<file path="src/rtl/actct_pkg.sv">
package actct_pkg;

  localparam int KEY_W      = 64;
  localparam int TICK_W     = 64;
  localparam int FREQ_W     = 32;
  localparam int TIME_W     = 32;
  localparam int FRAC_BITS  = 16;
  // elapsed * 2^16 / freq reaches 2^31 exactly when elapsed >> 15 >= freq
  localparam int OVF_SHIFT  = TIME_W - 1 - FRAC_BITS;
  localparam int DIV_STEPS  = TIME_W - 1;
  localparam int STEP_W     = $clog2(DIV_STEPS);

  localparam logic [FREQ_W-1:0] FREQ_RESET = 32'd10000000;
  localparam logic [TIME_W-1:0] TIME_SAT   = 32'h8000_0000;

  // Input stream layout
  localparam int I_ACTION  = 0;
  localparam int I_ORIGIN  = I_ACTION + KEY_W;
  localparam int I_ACTIVE  = I_ORIGIN + KEY_W;
  localparam int I_STATE   = I_ACTIVE + 1;
  localparam int I_CHG     = I_STATE + 1;
  localparam int I_NOW     = I_CHG + 1;
  localparam int IN_USED   = I_NOW + TICK_W;
  localparam int IN_W      = ((IN_USED + 7) / 8) * 8;

  // Output stream layout
  localparam int O_CHANGED = 0;
  localparam int O_WRITTEN = 1;
  localparam int O_TIME    = 2;
  localparam int O_INS     = O_TIME + TIME_W;
  localparam int O_FULL    = O_INS + 1;
  localparam int OUT_USED  = O_FULL + 1;
  localparam int OUT_W     = ((OUT_USED + 7) / 8) * 8;

  typedef struct packed {
    logic [KEY_W-1:0]  action;
    logic [KEY_W-1:0]  origin;
    logic              last_state;
    logic [TICK_W-1:0] change_tick;
  } entry_t;

  typedef struct packed {
    logic              start;
    logic [TICK_W-1:0] elapsed;
    logic [FREQ_W-1:0] divisor;
  } div_req_t;

  typedef struct packed {
    logic                     done;
    logic signed [TIME_W-1:0] q_time;
  } div_rsp_t;

  typedef enum logic [1:0] {
    ST_IDLE,
    ST_SCAN,
    ST_DIV,
    ST_DONE
  } state_t;

endpackage

</file>
<file path="src/rtl/actct_div.sv">
module actct_div import actct_pkg::*; (
  input  logic     clk,
  input  logic     rst,
  input  div_req_t req,
  output div_rsp_t rsp
);

  logic                     busy;
  logic                     done;
  logic [STEP_W-1:0]        step_cnt;
  logic [FREQ_W-1:0]        rem;
  logic [FREQ_W-1:0]        dvs;
  logic [DIV_STEPS-1:0]     sh;
  logic [DIV_STEPS-2:0]     quo;
  logic signed [TIME_W-1:0] result;

  logic [FREQ_W:0]   trial;
  logic [FREQ_W-1:0] diff;
  logic              ge;
  logic              ovf;
  logic [TIME_W-1:0] mag;

  assign trial = {rem, sh[DIV_STEPS-1]};
  // rem stays below dvs, so the difference fits in FREQ_W bits when ge is set
  assign diff  = trial[FREQ_W-1:0] - dvs;
  assign ge    = (trial >= {1'b0, dvs});
  assign mag   = {1'b0, quo, ge};
  assign ovf   = (req.divisor == '0) ||
                 (req.elapsed[TICK_W-1:OVF_SHIFT] >= (TICK_W-OVF_SHIFT)'(req.divisor));

  // Control
  always_ff @(posedge clk) begin
    if (rst) begin
      busy     <= 1'b0;
      done     <= 1'b0;
      step_cnt <= '0;
    end else begin
      done <= 1'b0;
      if (req.start) begin
        busy     <= !ovf;
        done     <= ovf;
        step_cnt <= '0;
      end else if (busy) begin
        step_cnt <= step_cnt + 1'b1;
        if (step_cnt == STEP_W'(DIV_STEPS - 1)) begin
          busy <= 1'b0;
          done <= 1'b1;
        end
      end
    end
  end

  // Datapath: one restoring step per cycle
  always_ff @(posedge clk) begin
    if (req.start) begin
      dvs    <= req.divisor;
      rem    <= req.elapsed[OVF_SHIFT +: FREQ_W];
      sh     <= {req.elapsed[OVF_SHIFT-1:0], FRAC_BITS'(0)};
      result <= TIME_SAT;
    end else if (busy) begin
      rem <= ge ? diff : trial[FREQ_W-1:0];
      quo <= {quo[DIV_STEPS-3:0], ge};
      sh  <= {sh[DIV_STEPS-2:0], 1'b0};
      if (step_cnt == STEP_W'(DIV_STEPS - 1)) begin
        result <= TIME_W'(0) - mag;
      end
    end
  end

  assign rsp.done   = done;
  assign rsp.q_time = result;

endmodule

</file>
<file path="config.mk">
export PLATFORM = sky130hd
export DESIGN_NAME = actct_div
export DESIGN_NICKNAME = d
export VERILOG_FILES = /design/src/rtl/actct_pkg.sv /design/src/rtl/actct_div.sv
export SDC_FILE = /design/constraint.sdc
export NUM_CORES = 1
export LEC_CHECK = 0
export BUFFER_PORTS_ARGS = -buffer_cell sky130_fd_sc_hd__buf_2
export CAP_MARGIN = 20
export CORE_MARGIN = 2
export CORE_UTILIZATION = 48
export CTS_CLUSTER_SIZE = 30
export DETAILED_ROUTE_END_ITERATION = 8
export PLACE_DENSITY = 0.69
export SLEW_MARGIN = 20
export SYNTH_ARGS = -nofsm -noshare
export SYNTH_HDL_FRONTEND = slang
export SYNTH_SLANG_ARGS = --single-unit
export TNS_END_PERCENT = 30
</file>
<file path="constraint.sdc">
create_clock -name clk -period 4 [get_ports clk]
set_input_delay 0.6 -clock clk [delete_from_list [all_inputs] [get_ports clk]]
set_output_delay 0.6 -clock clk [all_outputs]
set_load 0.05 [all_outputs]
</file>
==> run_results.csv <==
group,metric,value,unit
cts,post-cts-setup-buffers,0,
sta,min_period,3627,ps
setup_path,ff2ff_setup_slack,370,ps
grt,grt_pass1_wl,33.40,mm
die,die_w,139.1,µm
setup_path,required,4270,ps
logic_synthesis,synthTopCellsByArea,"edfxtp_1 (37%), ha_1 (9.6%), dfxtp_1 (8.9%), o21ai_0 (3.7%), nand2_1 (3.6%)",
setup_path,r2r_cells,14,
die,num_rows,49,
setup_path,worst_r2r_endpoint,"result[22]",
sta,slew_violations,0,
setup_path,crit_path_end,"result[22]",
die,dieArea,19330,µm²
logic_synthesis,synth.distinct_cells,78,
pwr,p_clk_share,36.1,%
setup_path,startpoint,"rem[11]",
pwr,p_seq_share,39.8,%
sta,setup_viol,0,
finish,layout-drive-gt1-share,20.35,%
logic_synthesis,syn_area,8755,µm²
pwr,p_per_area,440.1,nW/µm²
logic_synthesis,synthesis.nets,1048,
grt,antenna_found_initial,0,
setup_path,end_kind,"flop",
die,ioPinCount,132,
setup_path,criticalPathCategory,"flop to flop",
placement,place_ws,368.6,ps
routing,ant_nets,0,
logic_synthesis,synth_common_cells,"edfxtp_1 (109), nand2_1 (85), inv_1 (82)",
logic_synthesis,yosys_warnings,0,
sta,skew,11.33,ps
pwr,p_comb_share,24.1,%
pwr,ir_worst_vdd,0.0002728,V
routing,wirelength,20.38,mm
routing,drc,0,
logic_synthesis,syn_inst,881,
pwr,leakage,4.430,nW
logic_synthesis,yosysTopAreaCell,"edfxtp_1",
logic_synthesis,synth.avg_cell_area,9.937,µm²
sta,maxSlewHeadroom,33.05,%
placement,place_inst,1219,
cts,cts_buffer_depth,2,
cts,clkSinkCount,148,
routing,drtIter0Drc,500,
routing,dr_total_vias,6978,
cts,cts_max_level,4,
cts,insertion_delay,420,ps
finish,diodes,0,
die,placeableCoreArea,17900,µm²
pwr,switchingPower,1.355,mW
logic_synthesis,ys.flop_type,"edfxtp_1",
logic_synthesis,yosys.cell_count.top_type,"edfxtp_1",
placement,io_buffer_count,131,
cts,path_clk_slew,70,ps
setup_path,reg2reg_from,"rem[11]",
min_path,hold_class,"input pin to flop",
sta,final_hold_viol_count,0,
sta,hold_ws,388.6,ps
grt,grt_use_total,21.48,%
cts,cts_tree,"built",
grt,grt_max_degree,71,
status,status,"complete, no violations",
routing,wire_per_inst,16.29,µm
pwr,swShare,30.01,%
job,drv_cap,0,
setup_path,start_kind,"flop",
setup_path,crit_arrival,3900,ps
cts,cts-buffers-inserted,17,
grt,grt_pass1_vias,6640,
cts,clockRootBuffer,"clkbuf_16",
logic_synthesis,synth_async_sr_flop_share,0,%
logic_synthesis,yosysSeqAreaShare,46.31,%
die,die_h,139.1,µm
logic_synthesis,synth-seq-cells,148,
placement,dp_hpwl,15.26,mm
logic_synthesis,synth_edf_count,109,
logic_synthesis,synth_top_cell_area_share,37.39,%
die,start_util,48.90,%
sta,layout_setup_ws,372.7,ps
pwr,intPower,3.159,mW
placement,place.gp.congestion,0.9112,
placement,placed_cell_area,9642,µm²
sta,post-route-period-util,90.68,%
sta,fmax,275.7,MHz
finish,fin_nets,1176,
sta,grt_setup_unrepaired,"no",
finish,layout.cells.non_filler,1251,
sta,tns,0,ps
setup_path,crit_fanout,8,
routing,dr.pass1.iters,5,
finish,area_delta_synth_final,17.16,%
grt,overflow,0,
finish,fin_area,10260,µm²
sta,worstMarginPinSlew,1001,ps
finish,nFillCells,1607,
routing,drt-vias-per-instance,5.578,
-- through the flow --
stage / power, mW / util (%)
2_1_floorplan: 2.617 / -
3_3_place_gp: 2.880 / 53.86
3_5_place_dp: 2.898 / 53.86
4_1_cts: 4.536 / 57.25
5_1_grt: 4.754 / 57.30
6_report: 4.514 / 57.30
-- cell type report --
cell class	count	area (µm²)	share of cell area [%]
clock buffers	20	479.2	4.672
clock inverters	12	127.6	1.244
inverters	83	311.5	3.037
multi-input cells	619	4273	41.66
flip-flops and latches	148	4054	39.52
well taps	229	286.5	2.793
repair buffers	140	725.7	7.075
-- critical path, cell delays in order, from the launching register on --
cell and delay (ps):
edfxtp_1 390, ha_1 420, a21oi_1 230, o211ai_1 130
a221oi_2 270, nand3_1 200, o21ai_1 180, a21o_2 170
ha_1 150, nand2b_1 120, nand2b_2 270, or3_2 510
nor3_1 200, xor2_1 150, o21ai_0 80
-- metal layers --
layer	track usage, %	share of wire, %	vias to the layer above
met3	3.453	4.7	19
li1	-	-	3472
met1	29.84	47	3289
met2	35.08	47	198
met5	0	0	-
met4	6.007	1.3	0
-- cells by family (layout without fill, tap and decap cells) --
kind of cell | after synthesis | in the layout | share of synthesized area, %
AOI/OAI and AO/OA | 218 | 218 | 15.91
xor gates and xnor gates | 45 | 45 | 4.502
adders and majority gates | 68 | 68 | 9.804
buffers and inverters | 114 | 255 | 5.088
DFF | 148 | 148 | 46.31
muxes | 24 | 24 | 2.944
and+or+nand+nor | 264 | 264 | 15.45
-- worst min path at each step --
stage / cells after the start / slack, ps / startpoint / end
5_1_grt: 1 / 370 / req[2] / dvs[2]
2_1_floorplan: 0 / 450 / quo[0] / quo[1]
3_3_place_gp: 2 / 430 / result[3] / result[3]
6_report: 1 / 390 / req[2] / dvs[2]
4_1_cts: 1 / 370 / req[2] / dvs[2]
3_5_place_dp: 2 / 440 / result[15] / result[15]
-- power groups by stage --
stage | clock network (mW) | logic (mW) | registers, mW
after floorplan | 0 | 0.798 | 1.82
after global placement | 0 | 1.05 | 1.83
after detailed placement | 0 | 1.07 | 1.83
after CTS | 1.66 | 1.08 | 1.80
after global routing | 1.73 | 1.22 | 1.81
final | 1.63 | 1.09 | 1.80
-- state kept, by name, indices dropped and copies added, names as in the netlist --
signal / cells
busy: 1
done: 1
dvs: 32
quo: 30
rem: 32
result: 32
sh: 15
step_cnt: 5
-- what timing repair did --
action,4_1_cts,5_1_grt
hold buffers,0,0
endpoints found under the setup margin,0,1
gates resized for setup,0,2
-- placed cells by master (no fill, tap or decap), types with 9 or more instances in the layout --
cell type    n
a211oi_1    10
buf_4       10
o21a_1       9
ha_1        67
mux2i_1     10
a21oi_1     57
clkbuf_16   19
buf_2      130
o21ai_0     64
nor2_1      47
nand4_1     18
a21o_1      17
nand2_1     85
inv_1       82
dfxtp_1     39
mux2_2      14
and3_1       9
nor4_1      18
edfxtp_1   109
nor2b_1     12
xnor2_1     27
nand3_1     12
xor2_1      18
nor3_1      18
nand2b_1     9
No activity file was read; power rests on OpenSTA's default activity.
